$ cat src/design/laser_command_frame_encoder_assert.svh
// ---------------------------------------------------------------------------
// Assertion macros for the laser command frame encoder
// Shared concurrent assertion forms, clocked on clk, disabled in reset.
// ---------------------------------------------------------------------------
`ifndef LASER_COMMAND_FRAME_ENCODER_ASSERT_SVH
`define LASER_COMMAND_FRAME_ENCODER_ASSERT_SVH

// consequent must hold in the same cycle as the antecedent
`define LCFE_ASSERT_SAME(lbl, ante, cons, msg) \
  lbl: assert property (@(posedge clk) disable iff (!rst_n) (ante) |-> (cons)) \
    else $error(msg);

// consequent must hold in the cycle after the antecedent
`define LCFE_ASSERT_NEXT(lbl, ante, cons, msg) \
  lbl: assert property (@(posedge clk) disable iff (!rst_n) (ante) |=> (cons)) \
    else $error(msg);

`endif

$ cat src/design/lcfe_pkg.sv
// ---------------------------------------------------------------------------
// lcfe_pkg
// Types and codes shared by the laser command frame encoder modules.
// ---------------------------------------------------------------------------
package lcfe_pkg;

  typedef struct packed {
    logic [2:0]  kind;
    logic [31:0] value;
  } in_t;

  typedef struct packed {
    logic [7:0] out_byte;
    logic       last;
    logic [1:0] status;
  } out_t;

  // command kinds
  localparam logic [2:0] KIND_LEVEL = 3'd0;
  localparam logic [2:0] KIND_FREQ  = 3'd1;
  localparam logic [2:0] KIND_PULSE = 3'd2;
  localparam logic [2:0] KIND_EXT   = 3'd3;
  localparam logic [2:0] KIND_INT   = 3'd4;
  localparam logic [2:0] KIND_OFF   = 3'd5;

  // result status
  localparam logic [1:0] ST_SENT  = 2'd0;
  localparam logic [1:0] ST_LEVEL = 2'd1;
  localparam logic [1:0] ST_EXT   = 2'd2;

  localparam int HDR_W = 40;  // function byte + 4 data bytes

  // decoded command waiting for the serializer
  typedef struct packed {
    logic             rej;
    logic [1:0]       status;
    logic [HDR_W-1:0] hdr;
  } pend_t;

endpackage

$ cat src/design/laser_command_frame_encoder.sv
// ---------------------------------------------------------------------------
// laser_command_frame_encoder
// Turns laser commands into 7-byte frames with a CRC-16/MODBUS trailer.
// ---------------------------------------------------------------------------
// Input channel (in_valid/in_stall/in_data): one command item, kind + value.
// Output channel (out_valid/out_stall/out_data): one frame byte per item,
// function byte, 4 data bytes big-endian, CRC low then high; last marks
// the seventh byte. A rejected command (level outside 1..200, or frequency
// while in external-trigger mode) yields a single item with byte 0, last
// set and a nonzero status. Kinds 6 and 7 produce nothing.
// After a command is accepted, its first byte passes through the command
// register and then the output register.
// Throughput: one rejection per cycle while out_stall is low; the rate is
// set by the single output byte register, which emits one byte a cycle when not stalled.
// The CRC is folded in one byte per unstalled cycle as header bytes pass through.
// A one-entry command register sits ahead of the serializer, so the next
// command is taken while the current frame is still being sent.
// Reset clears the trigger mode to internal and empties both stages.
// When out_stall is high the output item holds and the serializer waits;
// in_stall is high while the command register is full and not being taken.
// ---------------------------------------------------------------------------
module laser_command_frame_encoder (
  input  logic           clk,
  input  logic           rst_n,
  input  logic           in_valid,
  output logic           in_stall,
  input  lcfe_pkg::in_t  in_data,
  output logic           out_valid,
  input  logic           out_stall,
  output lcfe_pkg::out_t out_data
);
  import lcfe_pkg::*;

  logic  pend_valid;
  pend_t pend;
  logic  take;

  lcfe_cmd u_cmd (
    .clk        (clk),
    .rst_n      (rst_n),
    .in_valid   (in_valid),
    .in_stall   (in_stall),
    .in_data    (in_data),
    .take       (take),
    .pend_valid (pend_valid),
    .pend       (pend)
  );

  lcfe_ser u_ser (
    .clk        (clk),
    .rst_n      (rst_n),
    .pend_valid (pend_valid),
    .pend       (pend),
    .take       (take),
    .out_valid  (out_valid),
    .out_stall  (out_stall),
    .out_data   (out_data)
  );

endmodule

$ cat src/design/lcfe_cmd.sv
// ---------------------------------------------------------------------------
// lcfe_cmd
// Command decode and holding register; tracks the trigger mode.
// ---------------------------------------------------------------------------
module lcfe_cmd (
  input  logic          clk,
  input  logic          rst_n,
  input  logic          in_valid,
  output logic          in_stall,
  input  lcfe_pkg::in_t in_data,
  input  logic          take,
  output logic          pend_valid,
  output lcfe_pkg::pend_t pend
);
  import lcfe_pkg::*;

  localparam logic [7:0] FN_LEVEL = 8'h01;
  localparam logic [7:0] FN_FREQ  = 8'h02;
  localparam logic [7:0] FN_PULSE = 8'h03;
  localparam logic [7:0] FN_TRIG  = 8'h04;
  localparam logic [7:0] LEVEL_MAX = 8'd200;

  logic  ext_mode_r, ext_mode_nxt;
  logic  pend_valid_r, pend_valid_nxt;
  pend_t pend_r, pend_nxt;
  logic  acc;
  logic [7:0] lvl;

  assign in_stall   = pend_valid_r && !take;
  assign acc        = in_valid && !in_stall;
  assign lvl        = in_data.value[7:0];
  assign pend_valid = pend_valid_r;
  assign pend       = pend_r;

  always_comb begin
    ext_mode_nxt   = ext_mode_r;
    pend_nxt       = pend_r;
    pend_valid_nxt = pend_valid_r && !take;
    if (acc) begin
      pend_nxt.rej    = 1'b0;
      pend_nxt.status = ST_SENT;
      pend_valid_nxt  = 1'b1;
      case (in_data.kind)
        KIND_LEVEL: begin
          if (lvl == 8'd0 || lvl > LEVEL_MAX) begin
            pend_nxt.rej    = 1'b1;
            pend_nxt.status = ST_LEVEL;
          end
          pend_nxt.hdr = {FN_LEVEL, 24'd0, lvl};
        end
        KIND_FREQ: begin
          if (ext_mode_r) begin
            pend_nxt.rej    = 1'b1;
            pend_nxt.status = ST_EXT;
          end
          pend_nxt.hdr = {FN_FREQ, in_data.value};
        end
        KIND_PULSE: pend_nxt.hdr = {FN_PULSE, 24'd0, lvl};
        KIND_EXT: begin
          pend_nxt.hdr = {FN_TRIG, 32'd2};
          ext_mode_nxt = 1'b1;
        end
        KIND_INT: begin
          pend_nxt.hdr = {FN_TRIG, 32'd1};
          ext_mode_nxt = 1'b0;
        end
        KIND_OFF: pend_nxt.hdr = {FN_TRIG, 32'd0};
        default: begin
          // undefined kinds are dropped without a result
          pend_nxt       = pend_r;
          pend_valid_nxt = pend_valid_r && !take;
        end
      endcase
    end
  end

  always_ff @(posedge clk) begin
    if (!rst_n) begin
      ext_mode_r   <= 1'b0;
      pend_valid_r <= 1'b0;
    end else begin
      ext_mode_r   <= ext_mode_nxt;
      pend_valid_r <= pend_valid_nxt;
    end
  end

  always_ff @(posedge clk) begin
    pend_r <= pend_nxt;
  end

endmodule

$ cat src/design/lcfe_ser.sv
// ---------------------------------------------------------------------------
// lcfe_ser
// Frame serializer: one byte per cycle into the output register while not
// stalled, CRC accumulated a byte at a time as the header bytes go out.
// ---------------------------------------------------------------------------
module lcfe_ser (
  input  logic            clk,
  input  logic            rst_n,
  input  logic            pend_valid,
  input  lcfe_pkg::pend_t pend,
  output logic            take,
  output logic            out_valid,
  input  logic            out_stall,
  output lcfe_pkg::out_t  out_data
);
  import lcfe_pkg::*;

  `include "laser_command_frame_encoder_assert.svh"

  localparam logic [15:0] CRC_INIT = 16'hFFFF;
  localparam logic [15:0] CRC_POLY = 16'hA001;
  localparam logic [2:0]  CRC_LO_IDX = 3'd5;
  localparam logic [2:0]  LAST_IDX   = 3'd6;

  function automatic logic [15:0] crc_byte(input logic [15:0] crc_in,
                                           input logic [7:0] b);
    logic [15:0] c;
    c = crc_in ^ {8'd0, b};
    for (int k = 0; k < 8; k++) begin
      c = c[0] ? ((c >> 1) ^ CRC_POLY) : (c >> 1);
    end
    return c;
  endfunction

  logic             busy_r, busy_nxt;
  logic [2:0]       idx_r, idx_nxt;
  logic [15:0]      crc_r, crc_nxt;
  logic [HDR_W-1:0] hdr_r, hdr_nxt;
  logic             out_valid_r, out_valid_nxt;
  out_t             out_r, out_nxt;

  logic             advance, have;
  logic [HDR_W-1:0] cur_hdr;
  logic [2:0]       cur_idx;
  logic [15:0]      cur_crc;
  logic [7:0]       cur_byte;

  assign advance   = !out_valid_r || !out_stall;
  assign have      = busy_r || pend_valid;
  assign take      = advance && !busy_r && pend_valid;
  assign cur_hdr   = busy_r ? hdr_r : pend.hdr;
  assign cur_idx   = busy_r ? idx_r : 3'd0;
  assign cur_crc   = busy_r ? crc_r : CRC_INIT;
  assign out_valid = out_valid_r;
  assign out_data  = out_r;

  always_comb begin
    case (cur_idx)
      3'd0:    cur_byte = cur_hdr[39:32];
      3'd1:    cur_byte = cur_hdr[31:24];
      3'd2:    cur_byte = cur_hdr[23:16];
      3'd3:    cur_byte = cur_hdr[15:8];
      3'd4:    cur_byte = cur_hdr[7:0];
      3'd5:    cur_byte = cur_crc[7:0];
      3'd6:    cur_byte = cur_crc[15:8];
      default: cur_byte = 8'd0;
    endcase
  end

  always_comb begin
    busy_nxt      = busy_r;
    idx_nxt       = idx_r;
    crc_nxt       = crc_r;
    hdr_nxt       = hdr_r;
    out_valid_nxt = out_valid_r;
    out_nxt       = out_r;
    if (advance) begin
      out_valid_nxt = have;
      if (have) begin
        if (!busy_r && pend.rej) begin
          out_nxt.out_byte = 8'd0;
          out_nxt.last     = 1'b1;
          out_nxt.status   = pend.status;
        end else begin
          out_nxt.out_byte = cur_byte;
          out_nxt.last     = (cur_idx == LAST_IDX);
          out_nxt.status   = ST_SENT;
          busy_nxt         = (cur_idx != LAST_IDX);
          idx_nxt          = cur_idx + 3'd1;
          hdr_nxt          = cur_hdr;
          crc_nxt          = (cur_idx < CRC_LO_IDX) ? crc_byte(cur_crc, cur_byte) : cur_crc;
        end
      end
    end
  end

  always_ff @(posedge clk) begin
    if (!rst_n) begin
      busy_r      <= 1'b0;
      idx_r       <= 3'd0;
      out_valid_r <= 1'b0;
    end else begin
      busy_r      <= busy_nxt;
      idx_r       <= idx_nxt;
      out_valid_r <= out_valid_nxt;
    end
  end

  always_ff @(posedge clk) begin
    crc_r <= crc_nxt;
    hdr_r <= hdr_nxt;
    out_r <= out_nxt;
  end

  `LCFE_ASSERT_SAME(a_rej_shape, out_valid_r && (out_r.status != ST_SENT),
                    out_r.last && (out_r.out_byte == 8'd0), "rejection item malformed")
  `LCFE_ASSERT_SAME(a_busy_idx, busy_r, (idx_r != 3'd0) && (idx_r <= LAST_IDX),
                    "serializer index out of frame")
  `LCFE_ASSERT_NEXT(a_frame_end, advance && busy_r && (idx_r == LAST_IDX),
                    out_valid_r && out_r.last && !busy_r, "frame did not end on byte seven")
  `LCFE_ASSERT_NEXT(a_rej_single, take && pend.rej,
                    out_valid_r && out_r.last && !busy_r, "rejection not a single item")

endmodule

$ cat config.mk
export PLATFORM = sky130hd
export DESIGN_NAME = laser_command_frame_encoder
export DESIGN_NICKNAME = d
export VERILOG_FILES = /design/src/design/lcfe_pkg.sv /design/src/design/laser_command_frame_encoder.sv /design/src/design/lcfe_cmd.sv /design/src/design/lcfe_ser.sv
export VERILOG_INCLUDE_DIRS = /design/src /design/src/design
export SDC_FILE = /design/constraint.sdc
export NUM_CORES = 1
export LEC_CHECK = 0
export BUFFER_PORTS_ARGS = -buffer_cell sky130_fd_sc_hd__buf_2
export CAP_MARGIN = 20
export CORE_MARGIN = 2
export CORE_UTILIZATION = 59
export CTS_BUF_LIST = sky130_fd_sc_hd__clkbuf_16
export DETAILED_ROUTE_END_ITERATION = 10
export PLACE_DENSITY = 0.8
export SYNTH_ARGS = -nofsm -noshare
export SYNTH_HDL_FRONTEND = slang
export SYNTH_SLANG_ARGS = --single-unit
export TNS_END_PERCENT = 100
$ cat constraint.sdc
create_clock -name clk -period 6.7 [get_ports clk]
set_input_delay 0.335 -clock clk [delete_from_list [all_inputs] [get_ports clk]]
set_output_delay 0.335 -clock clk [all_outputs]
set_load 0.02 [all_outputs]
# Yosys cells after proc, flatten, opt, wreduce, memory -nomap -nowiden
# Cells that the tools add are included.
# W data, S select, Z words.
word_totals:
  regBits: 117
  word_cells: 84
  input_bits: 39
  out_inout_bits: 13
classes:
  n_lt_le_gt_ge: 2
  reduce_logical: 26
  bitwise: 10
  n_eq_ne: 12
  n_addsub: 1
  mux: 20
ops:
  columns: ["op", "count"]
  rows:
  - ["$pmux W40 S6", 1]
  - ["$mux W16", 10]
  - ["$pmux W8 S7", 1]
  - ["$mux W40", 1]
  - ["$not A2 Y3", 8]
  - ["$xor A16 B8 Y16", 1]
  - ["$eq A3 B3 Y1 const B", 5]
  - ["$eq A3 B2 Y1 const B", 4]
  - ["$mux W3", 3]
  - ["$pmux W3 S3", 1]
  - ["$gt A8 B8 Y1 const B", 1]
  - ["$logic_not A8 Y1", 1]
  - ["$reduce_and A2 Y1", 4]
  - ["$eq A3 B1 Y1 const B", 2]
  - ["$logic_not A3 Y1", 2]
  - ["$reduce_bool A6 Y1", 1]
  - ["$reduce_or A6 Y1", 1]
  - ["$logic_and A1 B1 Y1", 5]
  - ["$logic_not A1 Y1", 5]
  - ["$reduce_or A4 Y1", 1]
  - ["$add A3 B1 Y3 const B", 1]
  - ["$logic_or A1 B1 Y1", 3]
  - ["$lt A3 B3 Y1 const B", 1]
  - ["$ne A3 B3 Y1 const B", 1]
  - ["other kinds (6)", 7]

# Longest topological paths before layout
# Gate-level depths: netlist (run 1).
logic_depth:
  word_depth: 21
  ltp_mapped: 14
  depth_no_buf: 10

# Modules after synthesis
# A second synthesis (run 1) with hierarchy kept.
hier_totals:
  hier_cells: 472
  area_unflattened_um2: 5775.5
by_module_without_submodules:
  columns: ["mod", "cells_each", "area_per_inst_um2", "n_inst", "seq_area_each_um2"]
  rows:
  - ["lcfe_ser", 343, 4030.1, 1, 2112.0]
  - ["lcfe_cmd", 129, 1745.4, 1, 1181.1]

# Worst setup path after synthesis (run 1)
# Ideal clock, no wire load.
synth_timing:
  kind: "register -> register"
  start: "reg u_ser.busy_r"
  end: "reg u_ser.idx_r[1]"
  arrival_time_ns: 5.968
  setup_time_ns: 0.122
  setup_slack_ns: 0.610
  n_path_buf: 3
  t_required_ns: 6.578
  synth_period_minus_slack_ns: 6.090
  path_stages_with_launch: 9
  cell_sequence: "dfxtp_1 -> buf_6 -> buf_2 -> clkbuf_1 -> nor2b_1 -> nor3_1 -> o21ai_0 -> a32oi_1 -> nor2b_1"
synth_between:
  elab_chain_cells: 4
  word_cells_on_any_way: 7
  classes_between: "1 x add/sub; 1 x mux; 1 x bitwise; 4 x reduce/logical"
synth_rtl:
  columns: ["item", "line", "rtl"]
  rows:
  - ["from (decl)", "lcfe_ser.sv:35", "logic busy_r, busy_nxt;"]
  - ["from (signal assigned)", "lcfe_ser.sv:103", "busy_r <= busy_nxt;"]
  - ["parallel branches: the longest is 4 deep, another holds $add A3 B1 Y3", null, null]
  - ["to (signal assigned)", "lcfe_ser.sv:104", "idx_r <= idx_nxt;"]
  - ["to (decl)", "lcfe_ser.sv:36", "logic [2:0] idx_r, idx_nxt;"]
# Several ways; the timed one is not identified.
# A chain may end at the register's enable or synchronous reset.

# Worst setup path after layout (run 1)
layout_timing:
  start: "reg u_ser.busy_r"
  end: "reg u_ser.crc_r[15] (data pin)"
layout_between:
  elab_chain_cells: 14
  word_cells_on_any_way: 29
  classes_between: "1 x order compare; 6 x eq/ne; 13 x mux; 8 x bitwise; 1 x reduce/logical"
layout_rtl:
  columns: ["item", "line", "rtl"]
  rows:
  - ["$mux W3", "lcfe_ser.sv:52", "assign cur_idx = busy_r ? idx_r : 3'd0;"]
  - ["$eq A3 B3 Y1, or another cell as far along", "lcfe_ser.sv:58", "case (cur_idx)"]
  - ["$pmux W8 S7", "lcfe_ser.sv:58", null]
  - ["$xor A16 B8 Y16", "lcfe_ser.sv:28", "c = crc_in ^ {8'd0, b};"]
  - ["$mux W16 or $not A2 Y3 (tied branches) (6 in a row)", null, null]
  - ["$not A2 Y3 (no source line) or $mux W16 (tied branches)", null, null]
  - ["$mux W16 (2 in a row)", "lcfe_ser.sv:30", "c = c[0] ? ((c >> 1) ^ CRC_POLY) : (c >> 1);"]
  - ["$mux W16 (*)", "lcfe_ser.sv:91", "crc_nxt = (cur_idx < CRC_LO_IDX) ? crc_byte(cur_crc, cur_byte) : cur_crc;"]
  - ["to (signal assigned)", "lcfe_ser.sv:110", "crc_r <= crc_nxt;"]
  - ["to (decl)", "lcfe_ser.sv:37", "logic [15:0] crc_r, crc_nxt;"]
# Mark *: on every way between the ends. The rest lies on a longest branch, timed or not.

==> impl_metrics.toml, run 1 <==
[drt]
drt-initial-drc-count = 254
drtPass1Iterations = 5
post_drt_via_cell_ratio = 5.976
wire_per_inst_um = 18.41
drc_errors = 0
vias = 3496
ant_nets = 0
drt_wl_total_mm = 10.77

[synthesis]
synth_cell_types = 55
syn-num-nets = 467
ys_seq_area_share_pct = 59.29
yosysWarnings = 0
synth.most_common_cell = "edfxtp_1"
synth_common_cells = "105 x edfxtp_1, 41 x and2_1, 36 x mux2_2"
async_flop_share_pct = 0
synth_top_area_cell = "edfxtp_1"
synth_top_area_share_pct = 56.77
synth_cells = 427
synth_edf_count = 105
synth_ff_type = "edfxtp_1"
synth_area_per_cell_um2 = 13.01
syn-cell-area_um2 = 5554
ys_ff_latch = 112
synth.area.top_cells = "edfxtp_1 57%, mux2_2 7.3%, and2_1 4.6%"

[final_layout]
stdcell_count = 585
num-nets-final = 509
fill_cells = 666
multiInputGateArea_um2 = 2135
num_antenna_cells = 0
area_growth_pct = 11.53
drive_gt1_share_pct = 25.11
fin_area_um2 = 6195
regArea_um2 = 3294

[clock_network]
cts_root_buffer = "clkbuf_16"
cts_tree = "yes"
clkTransAtPathRegs_ps = 70
hold_buffers = 0
post_cts_buffers = 0
cts.sinks = 112
cts_resized = 0
cts_buffers = 9
clk_path_buf_depth = 2
clock_latency_ps = 350
htree_levels = 3

[die]
dieHeight_um = 101.0
start_util_pct = 60.39
core.rowCount = 35
core_um2 = 9196
dieArea_um2 = 10210
dieWidth_um = 101.0
io_pins = 52

[global_routing]
grt_most_used_layer = "met2"
grt_max_degree = 62
grt.met2_usage_pct = 35.54
use_met1_pct = 29.71
overflow = 0
grtUsageTotal_pct = 22.06
antenna_found_initial = 0
grt_pass1_vias = 3314
met3_usage_pct = 4.716
grt_pass1_wl_mm = 17.10

[worst_setup_path]
worstPathMaxFanout = 53
crit_path_end_kind = "flop"
worst_setup_path_start_kind = "flop"
crit_type = "reg -> reg"
arrival_ps = 4130
worstPathRequired_ps = 6800

[timing]
finClkSkew_ps = 8.936
relSlewSlack_pct = 33.25
slew_violations = 0
setup-tns-final_ps = 0
rsz0062_at_grt = "no"
clock.fmax_mhz = 248.2
fin_crit_ps = 4029
finalHoldViolCount = 0
fin_crit_sh_pct = 60.14
holdWs_ps = 257.3
final-setup-viol-count = 0
worst_slew_pin_slew_ps = 997.5

[placed_design]
placed_area_um2 = 5876
dp_hpwl_mm = 7.324
dp_cells = 568
io_buffer_count = 51
gp_congestion = 0.8668

[job]
max_cap_viol_count = 0

[power_and_ir_drop]
ir_worst_vdd_mv = 0.1504
power_density_nw_per_um2 = 255.4
p_leak_nw = 2.238

[outcome]
status = "complete, no violations"

[min_path]
hold_class = "in -> reg"
[power by group]
part	switching [mW]	total [mW]	internal [mW]	leakage (nW)
Combinational	0.100	0.197	0.0964	1.03
Clock	0.242	0.534	0.292	0.151
Sequential	0.0290	0.851	0.822	1.06
[flip-flops by register name, summed over array words and instances (netlist names)]
| register | count |
|---|---|
| u_cmd.ext_mode_r | 1 |
| u_cmd.pend | 38 |
| u_cmd.pend_valid | 1 |
| u_ser.busy_r | 1 |
| u_ser.crc_r | 16 |
| u_ser.hdr_r | 40 |
| u_ser.idx_r | 3 |
| u_ser.out_data | 11 |
| u_ser.out_valid | 1 |
[layer usage]
layer  up-vias  part of all wire, %
met5         -                    0
met1      1702                   44
met3        18                  4.2
met4         0                  1.9
li1       1676                    -
met2       100                   50
[worst max-delay path, stage by stage, from the launching register on]
cell and delay [ps]:
dfxtp_2 310, buf_4 310, buf_4 550, and3_1 240, ha_1 390, a21oi_1 120
o221ai_1 240, nor3_2 120, xnor3_1 390, xnor3_2 440, xnor3_1 380, mux2_2 270
[final cells by class]
| type | instances | share of cell area, % |
|---|---|---|
| Tap cell | 111 | 2.242 |
| Sequential cell | 112 | 53.18 |
| Clock buffer | 9 | 3.636 |
| Inverter | 6 | 0.3636 |
| Clock inverter | 7 | 1.192 |
| Timing Repair Buffer | 56 | 4.928 |
| Multi-Input combinational cell | 284 | 34.46 |
[through the flow]
stage                     power, mW  setup WS, ps  utilization (%)
final                         1.582          2671            67.36
after detailed placement      1.060          2699            63.89
after CTS                     1.589          2683            67.14
after global placement        1.051          2784            63.89
after global routing          1.638          2444            67.36
after floorplan               1.008         609.5                -
[final timing paths]
path	start	endpoint	slack, ps	cells after the start
max reg2reg	u_ser.busy_r	u_ser.crc_r[15]	2670	11
max	u_ser.busy_r	u_ser.crc_r[15]	2670	11
min reg2reg	u_cmd.pend[41]	u_ser.out_data[1]	530	1
min	in_data[12]	u_cmd.pend[12]	260	2
[cells in the final DEF, fill, tap and decap left out, types with 2 or more instances in the layout]
cell type	instances
a211oi_2	2
a21boi_0	2
a21oi_1	19
a221oi_1	2
a22o_1	2
a22oi_1	5
a32o_1	3
a32oi_1	4
and2_1	41
and3_1	2
buf_2	51
buf_4	4
clkbuf_16	9
dfxtp_1	6
edfxtp_1	105
inv_1	7
mux2_2	36
mux2i_1	11
nand2_1	23
nand2b_1	6
nand3_1	9
nand3b_1	9
nor2_1	22
nor2b_1	9
nor3_1	3
nor3_2	2
o211a_1	2
o21ai_0	11
o221ai_1	2
o22ai_1	5
o2bb2ai_1	7
o31ai_1	2
or3_1	4
xnor2_1	10
xnor3_1	4
xor2_1	7
[cell families after synthesis]
| logic type | share of synthesized area (%) |
|---|---|
| buffers and inverters | 2.636 |
| xor gates and xnor gates | 4.731 |
| DFF | 59.29 |
| AOI/OAI and AO/OA | 9.935 |
| adders and majority gates | 0.2252 |
| and+or+nand+nor | 13.43 |
| muxes | 9.754 |
Power figures use the tool's default switching activity.
==> run 2, diff against run 1 <==
--- a/config.mk
+++ b/config.mk
@@ -6,13 +6,14 @@
 export SDC_FILE = /design/constraint.sdc
 export NUM_CORES = 1
 export LEC_CHECK = 0
+export ABC_AREA = 1
 export BUFFER_PORTS_ARGS = -buffer_cell sky130_fd_sc_hd__buf_2
 export CAP_MARGIN = 20
 export CORE_MARGIN = 2
-export CORE_UTILIZATION = 59
+export CORE_UTILIZATION = 60
 export CTS_BUF_LIST = sky130_fd_sc_hd__clkbuf_16
 export DETAILED_ROUTE_END_ITERATION = 10
-export PLACE_DENSITY = 0.8
+export PLACE_DENSITY = 0.81
 export SYNTH_ARGS = -nofsm -noshare
 export SYNTH_HDL_FRONTEND = slang
 export SYNTH_SLANG_ARGS = --single-unit
==> constraint.sdc (replaced) <==
create_clock -name clk -period 4.2 [get_ports clk]
set_input_delay 0.21 -clock clk [delete_from_list [all_inputs] [get_ports clk]]
set_output_delay 0.21 -clock clk [all_outputs]
set_load 0.02 [all_outputs]
==> run 2 against run 1 <==
Worst setup slack lost 1600 ps. Largest power group unchanged. Power grew 69%. Clock skew grew 1.3 ps. Highest routed layer unchanged. Final cell count grew 46%. Largest cell class unchanged. Design area grew 3.7%.
==> impl_metrics.toml, run 2 <==
[timing]
final-setup-viol-count = 0
relSlewSlack_pct = 38.81
clock.fmax_mhz = 323.8
setup_ws_ps = 1112
worst_slew_pin_slew_ps = 915.7
slew_violations = 0
finClkSkew_ps = 10.27
fin_crit_ps = 3088
finalHoldViolCount = 0
holdWs_ps = 146.5
fin_crit_sh_pct = 73.53
rsz0062_at_grt = "no"
setup-tns-final_ps = 0

[global_routing]
overflow = 0
grtUsageTotal_pct = 25.82
grt_most_used_layer = "met2"
grt_max_degree = 48
met3_usage_pct = 5.267
use_met1_pct = 35.85
grt.met2_usage_pct = 41.38
antenna_found_initial = 0
grt_pass1_vias = 4243
grt_pass1_wl_mm = 20.55

[synthesis]
synth_cell_types = 35
async_flop_share_pct = 0
synth_edf_count = 105
syn-cell-area_um2 = 5814
syn-num-nets = 717
ys_ff_latch = 112
synthMuxAreaShare_pct = 0
yosys.area_share.adder_pct = 0.2152
synth_ff_type = "edfxtp_1"
yosysWarnings = 0
ys_seq_area_share_pct = 56.64
synth_common_cells = "223 x nand2_1, 105 x edfxtp_1, 95 x inv_1"
synth_xor_xnor_area_share_pct = 0
synth_top_area_cell = "edfxtp_1"
synth_area_per_cell_um2 = 8.588
synth_top_area_share_pct = 54.23
yosys.area_share.simple_pct = 27.63
synth.area.top_cells = "edfxtp_1 54%, nand2_1 14%, inv_1 6.1%"
synth_cells = 677
synth.most_common_cell = "nand2_1"
synth_top_family_by_area = "simple AND/OR/NAND/NOR gates"
synth_compound_area_share_pct = 6.327

[final_layout]
stdcell_count = 855
num-nets-final = 761
regMostFlops = "u_ser.hdr_r"
fin_util_pct = 68.88
num_antenna_cells = 0
final_common_cell = "nand2_1"
drive_gt1_share_pct = 14.33
area_growth_pct = 10.50
final_cell_mix = "223 x nand2_1, 105 x edfxtp_1, 97 x inv_1, 68 x nor2_1, 51 x buf_2"
largest_reg_flops = 40

[die]
dieWidth_um = 102.4
io_pins = 52
core_um2 = 9328
core.rowCount = 35
dieHeight_um = 102.4
start_util_pct = 62.33
dieArea_um2 = 10490

[clock_network]
cts_root_buffer = "clkbuf_16"
clkTransAtPathRegs_ps = 80
post_cts_buffers = 0
clk_path_buf_depth = 2
cts_tree = "yes"
cts.sinks = 112
cts_buffers = 9
clock_latency_ps = 350
hold_buffers = 0
htree_levels = 3
cts_resized = 0

[worst_setup_path]
crit_type = "reg -> reg"
worst_setup_path_start_kind = "flop"
endpoint = "u_ser.crc_r[0]"
r2r_slack_ps = 1110
reg2reg_from = "u_ser.busy_r"
r2r-end = "u_ser.crc_r[0]"
arrival_ps = 3190
startpoint = "u_ser.busy_r"
rr_worst_depth = 18
worstPathMaxFanout = 37
worstPathRequired_ps = 4300
crit_path_end_kind = "flop"

[placed_design]
io_buffer_count = 51
preCtsSetupSlack_ps = 1206
gp_congestion = 0.9474
dp_hpwl_mm = 8.927
dp_cells = 838

[drt]
vias = 4588
post_drt_via_cell_ratio = 5.366
drtPass1Iterations = 5
drc_errors = 0
drt-initial-drc-count = 411
ant_nets = 0
drt_wl_total_mm = 12.62
wire_per_inst_um = 14.76

[power_and_ir_drop]
p_int_mw = 1.899
pwr-share-comb_pct = 18.0
power_switching_mw = 0.7762
ir_worst_vdd_mv = 0.2709
power_switching_share_pct = 29.02
power_frac_seq_pct = 52.0
power_density_nw_per_um2 = 416.4
power_frac_clock_pct = 30.0
p_leak_nw = 3.056

[job]
max_cap_viol_count = 0

[outcome]
status = "complete, no violations"

[min_path]
hold_class = "in -> reg"
run 2: cell types whose count changed in the layout (fill, tap and decap cells not counted), moves of 12 or more:
cell,before,now
nand2_1,23,223
inv_1,7,97
nor2_1,22,68
nand3_1,9,50
and2_1,41,1
mux2_2,36,0
nor2_2,0,14
o21ai_0,11,23
run 2: metal layers:
metal | wire, µm | vias to the layer above
li1 | - | 2262
met1 | 5541 | 2112
met2 | 5947 | 185
met3 | 836 | 29
met4 | 293 | 0
met5 | 0 | -
run 2: critical path, cell delays in order, from the launching register on:
cell and delay (ps):
dfxtp_2 640, buf_4 460, nand2_1 220, nand3_1 130
nand2_1 120, nor2_2 170, nand2_1 100, nand2_1 70
nand2_1 80, nand2_1 90, nand3_1 60, nand2_1 110
nand2_1 120, nand2_2 100, nand2_1 60, nand3_1 80
nand2_1 60, nand2_1 50, nand2_1 70
run 2: worst min path at each step:
stage | startpoint | end | slack (ps) | cells past startpoint
after floorplan | rst_n | u_cmd.pend_valid | 340 | 2
after global placement | u_cmd.ext_mode_r | u_cmd.ext_mode_r | 470 | 2
after detailed placement | u_cmd.ext_mode_r | u_cmd.ext_mode_r | 480 | 2
after CTS | in_data[11] | u_cmd.pend[11] | 150 | 3
after global routing | in_data[22] | u_cmd.pend[22] | 160 | 3
final | in_data[11] | u_cmd.pend[11] | 150 | 3
run 2: cell families after synthesis:
family | after synthesis
simple gates | 380
buf+inv | 122
flops | 112
compound gates | 62
fa+ha+maj | 1
run 2: stage by stage:
step	power (mW)	area, µm²
final	2.675	6425
after global placement	1.869	6130
after global routing	2.801	6425
after CTS	2.675	6405
after detailed placement	1.888	6130
after floorplan	1.761	5817
run 2: power by group through the flow:
stage               Sequential [mW]  Combinational (mW)  Clock, mW
floorplan                      1.42               0.344          0
global placement               1.41               0.456          0
detailed placement             1.42               0.472          0
CTS                            1.39               0.476      0.808
global route                   1.40               0.546      0.855
finish                         1.39               0.483      0.802
run 2: final cells by class:
class	instances	area, µm²
sequential	112	3294
tap	129	161.4
clock buffer	9	225.2
timing repair buffer	55	310.3
clock inverter	7	50.05
inverter	100	377.9
fill	765	2903
multi-input combinational	443	2006
==> run 3, diff against run 2 <==
--- a/config.mk
+++ b/config.mk
@@ -6,14 +6,14 @@
 export SDC_FILE = /design/constraint.sdc
 export NUM_CORES = 1
 export LEC_CHECK = 0
-export ABC_AREA = 1
+export ABC_AREA = 0
 export BUFFER_PORTS_ARGS = -buffer_cell sky130_fd_sc_hd__buf_2
 export CAP_MARGIN = 20
 export CORE_MARGIN = 2
-export CORE_UTILIZATION = 60
+export CORE_UTILIZATION = 59
 export CTS_BUF_LIST = sky130_fd_sc_hd__clkbuf_16
 export DETAILED_ROUTE_END_ITERATION = 10
-export PLACE_DENSITY = 0.81
+export PLACE_DENSITY = 0.8
 export SYNTH_ARGS = -nofsm -noshare
 export SYNTH_HDL_FRONTEND = slang
 export SYNTH_SLANG_ARGS = --single-unit
==> constraint.sdc (replaced) <==
create_clock -name clk -period 2.98 [get_ports clk]
set_input_delay 0.149 -clock clk [delete_from_list [all_inputs] [get_ports clk]]
set_output_delay 0.149 -clock clk [all_outputs]
set_load 0.02 [all_outputs]
==> run 3 against run 2 <==
Maximum frequency is 7.6% higher. Largest cell class unchanged. Design area is 0.49% higher. Sequential power is 37% higher. Utilization is 1.3 points higher. Critical endpoint is now u_ser.crc_r[15].
==> impl_metrics.toml, run 3 (synthesized netlist as in run 1, its figures left out) <==
[power_and_ir_drop]
p_int_mw = 2.740
power_density_nw_per_um2 = 559.2
p_leak_nw = 2.380
power_switching_share_pct = 24.10
p_total_mw = 3.610
power_switching_mw = 0.8699
ir_worst_vdd_mv = 0.3716
pwr-share-comb_pct = 12.9
power_frac_clock_pct = 34.3
power_frac_seq_pct = 52.8

[global_routing]
overflow = 0
grtUsageTotal_pct = 23.57
grt_max_degree = 40
grt_pass1_vias = 3537
antenna_found_initial = 0
grt_pass1_wl_mm = 18.16

[timing]
setup-tns-final_ps = 0
clock.fmax_mhz = 348.6
final-setup-viol-count = 0
finClkSkew_ps = 9.160
rsz0062_at_grt = "no"
fin_crit_sh_pct = 96.27
slew_violations = 0
finalHoldViolCount = 0
fin_crit_ps = 2869
worst_slew_pin_slew_ps = 831.5
relSlewSlack_pct = 44.36

[die]
core.rowCount = 35
dieArea_um2 = 10210
start_util_pct = 60.39
core_um2 = 9196
dieHeight_um = 101.0
io_pins = 52
dieWidth_um = 101.0

[clock_network]
htree_levels = 3
clkTransAtPathRegs_ps = 80
cts_tree = "yes"
clk_path_buf_depth = 2
cts_root_buffer = "clkbuf_16"
cts_buffers = 9
clock_latency_ps = 350
cts.sinks = 112

[drt]
drt_wl_total_mm = 11.27
vias = 3611
drtPass1Iterations = 5
drc_errors = 0
ant_nets = 0
post_drt_via_cell_ratio = 5.900
wire_per_inst_um = 18.41
drt-initial-drc-count = 270

[worst_setup_path]
rr_worst_depth = 8
worstPathMaxFanout = 19
arrival_ps = 2970
worstPathRequired_ps = 3090
worst_setup_path_start_kind = "flop"
crit_type = "reg -> reg"
crit_path_end_kind = "flop"
startpoint = "u_ser.busy_r"
reg2reg_from = "u_ser.busy_r"

[outcome]
status = "complete, no violations"

[min_path]
hold_class = "in -> reg"
hp-start = "in_valid"
whs_path_depth = 3

[final_layout]
drive_gt1_share_pct = 30.34
regMostFlops = "u_ser.hdr_r"
final_cell_mix = "105 x edfxtp_1, 51 x buf_2, 41 x and2_1, 36 x mux2_2, 31 x buf_4"
num_antenna_cells = 0
largest_reg_flops = 40
final_common_cell = "edfxtp_1"
area_growth_pct = 16.24
num-nets-final = 536

[placed_design]
gp_congestion = 0.8924
io_buffer_count = 51
dp_hpwl_mm = 8.089

[job]
max_cap_viol_count = 0
## run 3: cell types whose count changed in the layout (fill, tap and decap cells not counted), sizes merged, moves of 9 or more
cell,previous run,this run
nor2,87,22
nand3,50,9
o21ai,27,12
o21a,9,0
nand2,229,23
buf,55,83
nor2b,0,9
mux2,0,38
inv,101,10
mux2i,0,11
and2,1,41
xnor2,0,10
nand3b,0,9
## run 3: worst max-delay path, cell delays in order, from the launching register on
cell and delay [ps]:
dfxtp_4 390, buf_12 160, or3b_2 530, o221ai_1 280
nor3_2 100, xnor3_1 390, xnor3_2 280, xnor3_1 220
mux2_2 260
## run 3: worst paths after layout
path | to | slack, ps
max | u_ser.crc_r[15] | 110
min | u_cmd.pend_valid | 60
max reg2reg | u_ser.crc_r[15] | 110
min reg2reg | u_ser.out_data[0] | 530
## run 3: routing by layer
| layer | vias up | part of all wire [%] | GRT usage, % |
|---|---|---|---|
| met5 | - | 0 | 0 |
| met4 | 0 | 2.4 | 7.588 |
| met3 | 23 | 4.7 | 5.132 |
| met2 | 111 | 47 | 37.95 |
| met1 | 1741 | 45 | 32.23 |
| li1 | 1736 | - | - |
## run 3: layout make-up
class | count | area, µm²
clock buffers | 9 | 225.2
clock inverters | 7 | 81.33
multi-input cells | 284 | 2181
fillers | 648 | 2740
well taps | 111 | 138.9
inverters | 6 | 22.52
flip-flops and latches | 112 | 3299
repair buffers | 83 | 508.0
## run 3: timing repair
action / 4_1_cts / 5_1_grt
resized for setup: 0 / 3
hold buffers: 0 / 0
setup buffers: 0 / 0
endpoints found under the setup margin: 0 / 2
## run 3: metrics by stage
step                      utilization, %  area (µm²)  setup WS (ps)  std cells  hold WS [ps]
after floorplan                        -        5650         -263.4        427         270.7
after global placement             66.82        6145          112.4        596         424.6
after detailed placement           66.82        6145          66.96        596         427.6
after CTS                          70.15        6451          56.44        612         57.83
after global routing               70.20        6456          9.368        612         67.96
final                              70.20        6456          111.2        612         60.29
## run 3: power groups by stage
stage	logic, mW	registers [mW]	clock network [mW]
final	0.467	1.91	1.24
after global routing	0.516	1.92	1.31
after CTS	0.469	1.91	1.26
after detailed placement	0.467	1.94	0
after global placement	0.450	1.94	0
after floorplan	0.330	1.93	0
